## config.mk

```make
export PLATFORM = sky130hd
export DESIGN_NAME = lois_ctrl
export DESIGN_NICKNAME = d
export VERILOG_FILES = /design/src/hdl/lois_pkg.sv /design/src/hdl/lois_ctrl.sv
export SDC_FILE = /design/constraint.sdc
export NUM_CORES = 1
export LEC_CHECK = 0
export ABC_CLOCK_PERIOD_IN_PS = 7450
export BUFFER_PORTS_ARGS = -buffer_cell sky130_fd_sc_hd__buf_2
export CORE_ASPECT_RATIO = 0.9
export CORE_UTILIZATION = 55
export CTS_CLUSTER_SIZE = 28
export DETAILED_ROUTE_END_ITERATION = 7
export GPL_TIMING_DRIVEN = 0
export HOLD_SLACK_MARGIN = 0.12
export PLACE_DENSITY = 0.8
export SLEW_MARGIN = 20
export SYNTH_ARGS = -nofsm -noshare
export SYNTH_HDL_FRONTEND = slang
export SYNTH_SLANG_ARGS = --single-unit
```

## constraint.sdc

```tcl
create_clock -name clock -period 7.45 [get_ports clock]
set_clock_uncertainty 0.2 [all_clocks]
set_input_delay 0.3725 -clock clock [delete_from_list [all_inputs] [get_ports clock]]
set_output_delay 0.3725 -clock clock [all_outputs]
set_load 0.005 [all_outputs]
```

## src/hdl/lois_pkg.sv

```systemverilog
// Shared types, codes and defaults for the line offset index search unit.
// No dependencies; every other file in this block imports it.

package lois_pkg;

   // Default sizes of the offset table
   localparam int unsigned DEF_MAX_LINES   = 1024;
   localparam int unsigned DEF_OFFSET_BITS = 24;

   // Fixed field widths of the item channels
   localparam int unsigned CMD_W    = 2;
   localparam int unsigned LEN_W    = 24;
   localparam int unsigned POS_W    = 24;
   localparam int unsigned LINE_W   = 11;
   localparam int unsigned STATUS_W = 2;
   localparam int unsigned VALUE_W  = 24;

   // Each line ends in one newline character
   localparam int unsigned NEWLINE_CHARS = 1;

   // Command codes
   localparam logic [CMD_W-1:0] CMD_APPEND        = 2'd0;
   localparam logic [CMD_W-1:0] CMD_LINE_OF_INDEX = 2'd1;
   localparam logic [CMD_W-1:0] CMD_INDEX_OF_LINE = 2'd2;

   // Status codes
   localparam logic [STATUS_W-1:0] ST_OK    = 2'd0;
   localparam logic [STATUS_W-1:0] ST_RANGE = 2'd1;
   localparam logic [STATUS_W-1:0] ST_FULL  = 2'd2;

   typedef struct packed {
      logic [CMD_W-1:0]  command;
      logic [LEN_W-1:0]  line_length;
      logic [POS_W-1:0]  char_index;
      logic [LINE_W-1:0] line_number;
   } req_type;

   typedef struct packed {
      logic [STATUS_W-1:0] status;
      logic [VALUE_W-1:0]  value;
   } rsp_type;

   // Table port controls from the sequencer
   typedef struct packed {
      logic wr_en;
      logic rd_en;
   } tbl_ctl_type;

endpackage

```

## src/hdl/lois_ctrl.sv

```systemverilog
// Command sequencer: append, start lookup and a binary search that uses one
// compare per cycle against the table read port. Depends on lois_pkg.

module lois_ctrl import lois_pkg::*; #(
   parameter int unsigned MAX_LINES   = DEF_MAX_LINES,
   parameter int unsigned OFFSET_BITS = DEF_OFFSET_BITS,
   localparam int unsigned AW         = $clog2(MAX_LINES)
) (
   input  logic                   clock,
   input  logic                   reset,
   input  logic                   start,
   input  req_type                req,
   input  logic                   out_free,
   output tbl_ctl_type            tbl_ctl,
   output logic [AW-1:0]          wr_addr,
   output logic [OFFSET_BITS-1:0] wr_data,
   output logic [AW-1:0]          rd_addr,
   input  logic [OFFSET_BITS-1:0] rd_data,
   output logic                   res_valid,
   output rsp_type                res,
   output logic                   busy
);

   localparam int unsigned CW = $clog2(MAX_LINES + 1);
   localparam int unsigned LW = (CW > LINE_W) ? CW : LINE_W;
   localparam int unsigned EW = ((OFFSET_BITS > LEN_W) ? OFFSET_BITS : LEN_W) + 1;
   localparam int unsigned PW = (OFFSET_BITS > POS_W) ? OFFSET_BITS : POS_W;

   localparam logic [1:0] S_IDLE   = 2'd0;
   localparam logic [1:0] S_SEARCH = 2'd1;
   localparam logic [1:0] S_LOOKUP = 2'd2;

   logic [1:0]             state_ff, state_in;
   logic [CW-1:0]          count_ff, count_in;
   logic [OFFSET_BITS-1:0] total_ff, total_in;
   logic [PW-1:0]          pos_ff, pos_in;
   logic [CW-1:0]          lo_ff, lo_in;
   logic [CW-1:0]          hi_ff, hi_in;
   logic [AW-1:0]          mid_ff, mid_in;

   logic [EW-1:0]          new_end;
   logic                   append_ok;
   logic [CW-1:0]          count_inc;
   logic [PW-1:0]          pos_x;
   logic                   pos_out;
   logic [LW-1:0]          line_x;
   logic                   line_out;
   logic                   cmp_lt;
   logic [CW-1:0]          lo_n, hi_n;
   logic [CW:0]            mid_sum;
   logic [AW-1:0]          mid_n;

   // Append check: table room and offset width
   assign new_end   = EW'(total_ff) + EW'(req.line_length) + EW'(NEWLINE_CHARS);
   assign append_ok = (count_ff != CW'(MAX_LINES)) && (new_end <= EW'({OFFSET_BITS{1'b1}}));
   assign count_inc = count_ff + CW'(1);

   // Range checks of the two queries
   assign pos_x    = PW'(req.char_index);
   assign pos_out  = pos_x >= PW'(total_ff);
   assign line_x   = LW'(req.line_number);
   assign line_out = (line_x == '0) || (line_x > LW'(count_ff));

   // Shared compare: narrow the search window around the word just read
   assign cmp_lt  = pos_ff < PW'(rd_data);
   assign lo_n    = cmp_lt ? lo_ff : (CW'(mid_ff) + CW'(1));
   assign hi_n    = cmp_lt ? CW'(mid_ff) : hi_ff;
   assign mid_sum = (CW + 1)'(lo_n) + (CW + 1)'(hi_n);
   assign mid_n   = mid_sum[AW:1];

   // Sequencer
   always_comb begin
      state_in       = state_ff;
      count_in       = count_ff;
      total_in       = total_ff;
      pos_in         = pos_ff;
      lo_in          = lo_ff;
      hi_in          = hi_ff;
      mid_in         = mid_ff;
      tbl_ctl.wr_en  = 1'b0;
      res_valid      = 1'b0;
      res.status     = ST_OK;
      res.value      = '0;

      unique case (state_ff)
         S_IDLE: begin
            if (start) begin
               unique case (req.command)
                  CMD_APPEND: begin
                     res_valid = 1'b1;
                     if (append_ok) begin
                        tbl_ctl.wr_en = 1'b1;
                        count_in      = count_inc;
                        total_in      = new_end[OFFSET_BITS-1:0];
                        res.value     = VALUE_W'(count_inc);
                     end else begin
                        res.status = ST_FULL;
                        res.value  = VALUE_W'(count_ff);
                     end
                  end
                  CMD_LINE_OF_INDEX: begin
                     if (pos_out) begin
                        res_valid  = 1'b1;
                        res.status = ST_RANGE;
                     end else begin
                        pos_in   = pos_x;
                        lo_in    = '0;
                        hi_in    = count_ff;
                        mid_in   = AW'(count_ff >> 1);
                        state_in = S_SEARCH;
                     end
                  end
                  CMD_INDEX_OF_LINE: begin
                     if (line_out) begin
                        res_valid  = 1'b1;
                        res.status = ST_RANGE;
                     end else if (line_x == LW'(1)) begin
                        res_valid = 1'b1;
                     end else begin
                        mid_in   = AW'(line_x - LW'(2));
                        state_in = S_LOOKUP;
                     end
                  end
                  default: begin
                     res_valid  = 1'b1;
                     res.status = ST_RANGE;
                  end
               endcase
            end
         end
         S_SEARCH: begin
            if (lo_n == hi_n) begin
               // Window closed: hold until the output register is free
               if (out_free) begin
                  res_valid = 1'b1;
                  state_in  = S_IDLE;
                  if (lo_n == count_ff) begin
                     res.status = ST_RANGE;
                  end else begin
                     res.value = VALUE_W'(lo_n) + VALUE_W'(1);
                  end
               end
            end else begin
               lo_in  = lo_n;
               hi_in  = hi_n;
               mid_in = mid_n;
            end
         end
         S_LOOKUP: begin
            if (out_free) begin
               res_valid = 1'b1;
               res.value = VALUE_W'(rd_data);
               state_in  = S_IDLE;
            end
         end
         default: begin
            state_in = S_IDLE;
         end
      endcase

      // Read at the next probe while a query is in flight
      tbl_ctl.rd_en = (state_in != S_IDLE);
   end

   // Table port: probe address, write at the line count
   assign rd_addr       = mid_in;
   assign wr_addr       = AW'(count_ff);
   assign wr_data       = new_end[OFFSET_BITS-1:0];
   assign busy          = (state_ff != S_IDLE);

   always_ff @(posedge clock) begin
      if (reset) begin
         state_ff <= S_IDLE;
         count_ff <= '0;
         total_ff <= '0;
      end else begin
         state_ff <= state_in;
         count_ff <= count_in;
         total_ff <= total_in;
      end
   end

   // Search registers hold payload only
   always_ff @(posedge clock) begin
      pos_ff <= pos_in;
      lo_ff  <= lo_in;
      hi_ff  <= hi_in;
      mid_ff <= mid_in;
   end

endmodule

```

Yosys cells after proc, flatten, opt, wreduce, memory -nomap -nowiden
Index checks and enable logic that the tools add are counted.

Bitwise logic cells: 1. $lt $le $gt $ge: 4. Add/subtract/negate cells: 7. Equality and inequality tests: 12. Reduce and logical (&&, ||, !) cells: 11. Multiplexer cells: 53.

Operators with widths (number): $mux W11 (11); $pmux W24 S3 (1); $mux W10 (5); $mux W25 (2); $mux W24 (2); $pmux W11 S2 (2); $pmux W10 S2 (2); $mux W26 (1); $add A24 B24 Y25 (1); $add A25 B1 Y25 const B (1); $le A25 B24 Y1 const B (1); $ge A24 B24 Y1 (1); $lt A24 B24 Y1 (1); $eq A11 B11 Y1 (2); $mux W2 (7); $mux W1 (13); $add A11 B1 Y12 const B (1); $mux W12 (1); $pmux W2 S3 (2); $add A10 B1 Y11 const B (1); $add A11 B1 Y11 const B (1); $add A11 B11 Y11 (1); $eq A11 B1 Y1 const B (1); $gt A11 B11 Y1 (1); other kinds (17) (26).

Bits of input ports: 89. Register bits after elaboration: 93. Word-level logic and storage cells: 95. Output and inout bits: 74.

Logic depth before layout (Yosys ltp)
Depth in word-level cells: 8. Depth in mapped cells: 23. Gate-level depth less buffers: 20.

Worst setup path after synthesis
No wires, ideal clock.

Kind: input port to flip-flop. Start point: input port rd_data[21]. End point: register hi_ff[0], enable pin. Arrival: 4757 ps. Required time: 6713 ps. Path buffers: 3. Setup time: 537 ps. Cell stages on the path: 17. Slack: 1956 ps. Path through: inv_1 ha_1 a21o_1 a21o_1 a221oi_1 o21ai_2 nor2_2 buf_6 buf_4 buf_2 mux2_2 ha_1 or4_1 nor4_1 a31oi_1 nand2_1 o21ai_0.

Longest elaborated chain between the ends: 5.

Ends and longest elaborated chain: start: declaration (RTL line lois_ctrl.sv:18) `input logic [OFFSET_BITS-1:0] rd_data,`; $lt A24 B24 Y1 * (RTL line lois_ctrl.sv:65) `assign cmp_lt = pos_ff < PW'(rd_data);`; $mux W11 (on tied branches) (RTL line lois_ctrl.sv:66, lois_ctrl.sv:67); $eq A11 B11 Y1 * (RTL line lois_ctrl.sv:132) `if (lo_n == hi_n) begin`; $ne A2 B2 Y1 (no source line) *; $reduce_and A5 Y1 (no source line) *; end signal: assignment (RTL line lois_ctrl.sv:187) `hi_ff <= hi_in;`; end: declaration (RTL line lois_ctrl.sv:38) `logic [CW-1:0] hi_ff, hi_in;`.

Every way passes the cells marked *; elsewhere a longest branch is shown, timed or not. A chain may end at the register's enable or synchronous reset.

==> out/summary.md <==
## Placed design
- **placer congestion estimate** 1.01
- **Worst Setup Slack post-DPL** 1.15 ns
- **port buffer count** 162
- **detailed placer's ending HPWL** 20.4 mm
- **post-placement cell area** 9340 um^2
- **cell count after placement** 1350

## Drt
- **post-DR vias/cell** 5.98
- **detailed-route DRC error count** 0
- **Routed wire per std cell** 18.8 um
- **overall routed net length** 26.1 mm
- **number of detailed-routing iterations run before antenna repair** 8
- **number of routed nets with antenna violations** 0
- **drt first-iter violations** 930
- **total number of vias** 8309

## STA
- **number of hold-slack violations in the final timing report** 0
- **portion of the clock cycle consumed by the worst path in the final layout** 89.4%
- **count of final max-slew check failures** 0
- **final critical path time including I/O delays and setup** 6.66 ns
- **setup repair after global routing missed its margin** false
- **maximum frequency from static timing analysis** 150 MHz
- **min setup slack post-route** 0.793 ns
- **Slew headroom** 37.8%
- **final-layout setup total negative slack** 0 ns
- **slew at the pin with the worst max-slew slack** 0.925 ns
- **final setup violating endpoints** 0

## Clock tree
- **H-tree depth reported by CTS** 3
- **Root Buffer** sky130_fd_sc_hd__clkbuf_16
- **CTS tree** built
- **number of CTS-inserted buffers** 9
- **worst skew pair latency** 0.35 ns
- **Max clock buf depth** 2
- **post-CTS sizing** 0
- **hold buffers post-CTS** 24
- **clock net sink count** 93
- **number of post-CTS setup repair buffers** 0
- **clock slew at reported path FFs** 0.07 ns

## Logic synthesis
- **post-synthesis adder-cell area fraction** 15.8%
- **post-synthesis cell area** 8270 um^2
- **most used flip-flop cell after synthesis** sky130_fd_sc_hd__dfxtp_1
- **Compound-Gate Fraction of Synth Area** 18.9%
- **synthesized instance count** 990
- **XOR/XNOR share of the synthesized area** 8.58%
- **flip-flop and latch count after synthesis** 93
- **average footprint of a synthesized cell** 8.35 um^2
- **post-synthesis sequential area ratio** 28.1%
- **number of warnings printed during yosys synthesis** 0
- **simple logic cell fraction of the synthesized area** 17.7%
- **multiplexer area fraction after synthesis** 3.71%
- **share of synthesized registers carrying an async set or reset** 0%
- **Post-synth EDFFs** 46
- **count of distinct cell types in the synthesized netlist** 70
- **main combinational cell family by area after synthesis** compound AO/OA/AOI/OAI gates
- **syn_nets** 1182

## Critical path
- **category of the most critical setup path** flip-flop to primary output
- **list of cells traversed by the critical path** ha_1, a21o_1, a21o_1, a221oi_1, o21ai_2, nor2_2, buf_6, buf_4, buf_2, mux2_2, ha_1, or4_1, nor4_1, and3_1, nand2_1, buf_2, o31ai_1, buf_2
- **CP required** 6.88 ns
- **Arrival @ worst endpoint** 6.08 ns
- **launching element type of the critical path** flip-flop
- **number of cells on the worst reg-to-reg path** 17
- **endpoint type of the worst setup path** primary output
- **maximum fanout encountered on the critical timing path** 10
- **launching instance or port of the critical path** pos_ff[21]
- **terminus of the critical flop-to-flop path** mid_ff[0]
- **flop-to-flop setup slack** 1.58 ns
- **Critical Path Sink** res[5]
- **slowest library cell on the worst path** sky130_fd_sc_hd__nor4_1
- **Worst path max stage delay** 0.62 ns
- **start of the worst register-to-register path** pos_ff[21]
- **cell seen most often among critical-path stages** sky130_fd_sc_hd__buf_2

## Floorplanning
- **number of core rows** 42
- **effective utilization at floorplan** 56.2%
- **Die X-Extent** 131 um
- **core outline area** 14700 um^2
- **Die Y-Extent** 118 um
- **die footprint** 15500 um^2
- **number of ports placed on the die boundary** 163

## Hold path
- **Worst Hold Depth** 4
- **worst min-delay path class** primary input to flip-flop

## Cells and area
- **Area growth syn-to-layout** 19.4%
- **Layout Cells excl Fill** 1390
- **fraction of final layout cells sized beyond drive strength 1** 18.9%
- **final instance area** 9870 um^2
- **final net count** 1379
- **Diodes inserted** 0

## Global route
- **vias in the first global route** 7691
- **initial antenna violation count** 1
- **wire length of the first global-routing pass** 41.0 mm
- **Total GRT Usage** 34.0%
- **total overflow reported by the global router** 0
- **maximum number of pins on one net before global-route repair** 26

## Pwr
- **power density relative to cell area** 174 nW/um^2
- **leakage power of the design** 0.00442 uW
- **Max VDD drop** 0.000131 V

## Run
- **max-capacitance violation count** 0

## Run status
- **run status** completed

==> registers in the layout, summed over array words and instances (netlist names) <==
register  count
pos_ff       24
state_ff      2
count_ff     11
lo_ff        11
hi_ff        11
total_ff     24
mid_ff       10
==> cells in the mapped netlist (all sizes together) (7+ instances only) <==
library cell	n	share of area (%)
nor3	30	1.8
xnor2	66	7.0
nand3	36	2.2
o21a	11	1.0
xor2	15	1.6
nor2	65	3.0
clkbuf	26	1.2
a22oi	11	1.0
nor2b	7	0.53
a211oi	8	0.73
edfxtp	46	17
mux2i	11	1.5
inv	95	4.3
and3	13	0.98
nor4	11	0.98
a21oi	65	3.9
dfxtp	47	11
ha	101	15
mux2	16	2.2
buf	21	1.7
and2	8	0.61
nand2	100	4.5
nand2b	8	0.61
a21o	23	2.1
nand4	13	1.1
o31ai	16	1.5
o21ai	46	2.8
==> where the power goes <==
group	switching [uW]	leakage, uW	internal (uW)
Sequential	36.5	0.000806	572
Combinational	378	0.00347	274
Clock	215	0.000145	239
==> stage by stage <==
stage          util [%]  hold slack, ns  total power [uW]
6_report           67.1           0.156              1710
5_1_grt            67.1           0.159              1800
4_1_cts            67.1           0.135              1700
3_5_place_dp       63.5           0.276              1230
3_3_place_gp       63.4           0.268              1220
2_1_floorplan         -           0.253              1040
==> worst min-delay path by stage <==
stage,from,end
6_report,reset,total_ff[22]
3_3_place_gp,total_ff[6],total_ff[6]
5_1_grt,out_free,state_ff[1]
2_1_floorplan,total_ff[10],total_ff[10]
4_1_cts,reset,total_ff[22]
3_5_place_dp,total_ff[16],total_ff[16]
==> kinds of logic after synthesis <==
group	count (synthesis)
AND/OR/NAND/NOR	307
AO/OA/AOI/OAI	236
buffers and inverters	143
adder cells (fa/ha/maj)	103
flip-flops	93
XOR/XNOR	81
multiplexers	27
==> layer usage <==
| metal | up-vias | wire, um | share of wire (%) | track usage, % |
|---|---|---|---|---|
| li1 | 3932 | - | - | - |
| met1 | 3791 | 10900 | 42 | 46.6 |
| met2 | 494 | 11100 | 43 | 51.3 |
| met3 | 92 | 3010 | 12 | 6.99 |
| met4 | 0 | 1100 | 4.2 | 15.8 |
| met5 | - | 0 | 0 | 0 |
==> final cells by class <==
class / instances / area [um^2]
repair buffers: 186 / 1050
flip-flops and latches: 93 / 2320
plain buffers: 47 / 238
clock buffers: 10 / 239
inverters: 96 / 360
fillers: 1247 / 4850
multi-input cells: 754 / 5370
well taps: 198 / 248
clock inverters: 6 / 45.0
==> worst max-delay path, delay by kind of cell, from the launching register on <==
family                   cells  cell delay [ns]
flip-flops                   1             0.37
multiplexers                 1             0.39
adder cells (fa/ha/maj)      2             0.66
AO/OA/AOI/OAI                5             1.17
buffers and inverters        5             1.16
AND/OR/NAND/NOR              5             1.96
==> placed cells by master (no fill, tap or decap), types with 16 or more instances in the layout <==
cell                            netlist  routed
sky130_fd_sc_hd__o21ai_0             45      44
sky130_fd_sc_hd__a21o_1              23      23
sky130_fd_sc_hd__clkbuf_1            26      26
sky130_fd_sc_hd__nor3_1              30      30
sky130_fd_sc_hd__xnor2_1             66      66
sky130_fd_sc_hd__nor2_1              64      63
sky130_fd_sc_hd__inv_1               95      95
sky130_fd_sc_hd__nand3_1             36      36
sky130_fd_sc_hd__ha_1               101     101
sky130_fd_sc_hd__edfxtp_1            46      46
sky130_fd_sc_hd__nand2_1            100     100
sky130_fd_sc_hd__dfxtp_1             47      47
sky130_fd_sc_hd__o31ai_1             16      16
sky130_fd_sc_hd__dlygate4sd3_1        0      24
sky130_fd_sc_hd__a21oi_1             65      65
sky130_fd_sc_hd__buf_2                4     166
No activity file was read; power rests on OpenSTA's default activity.
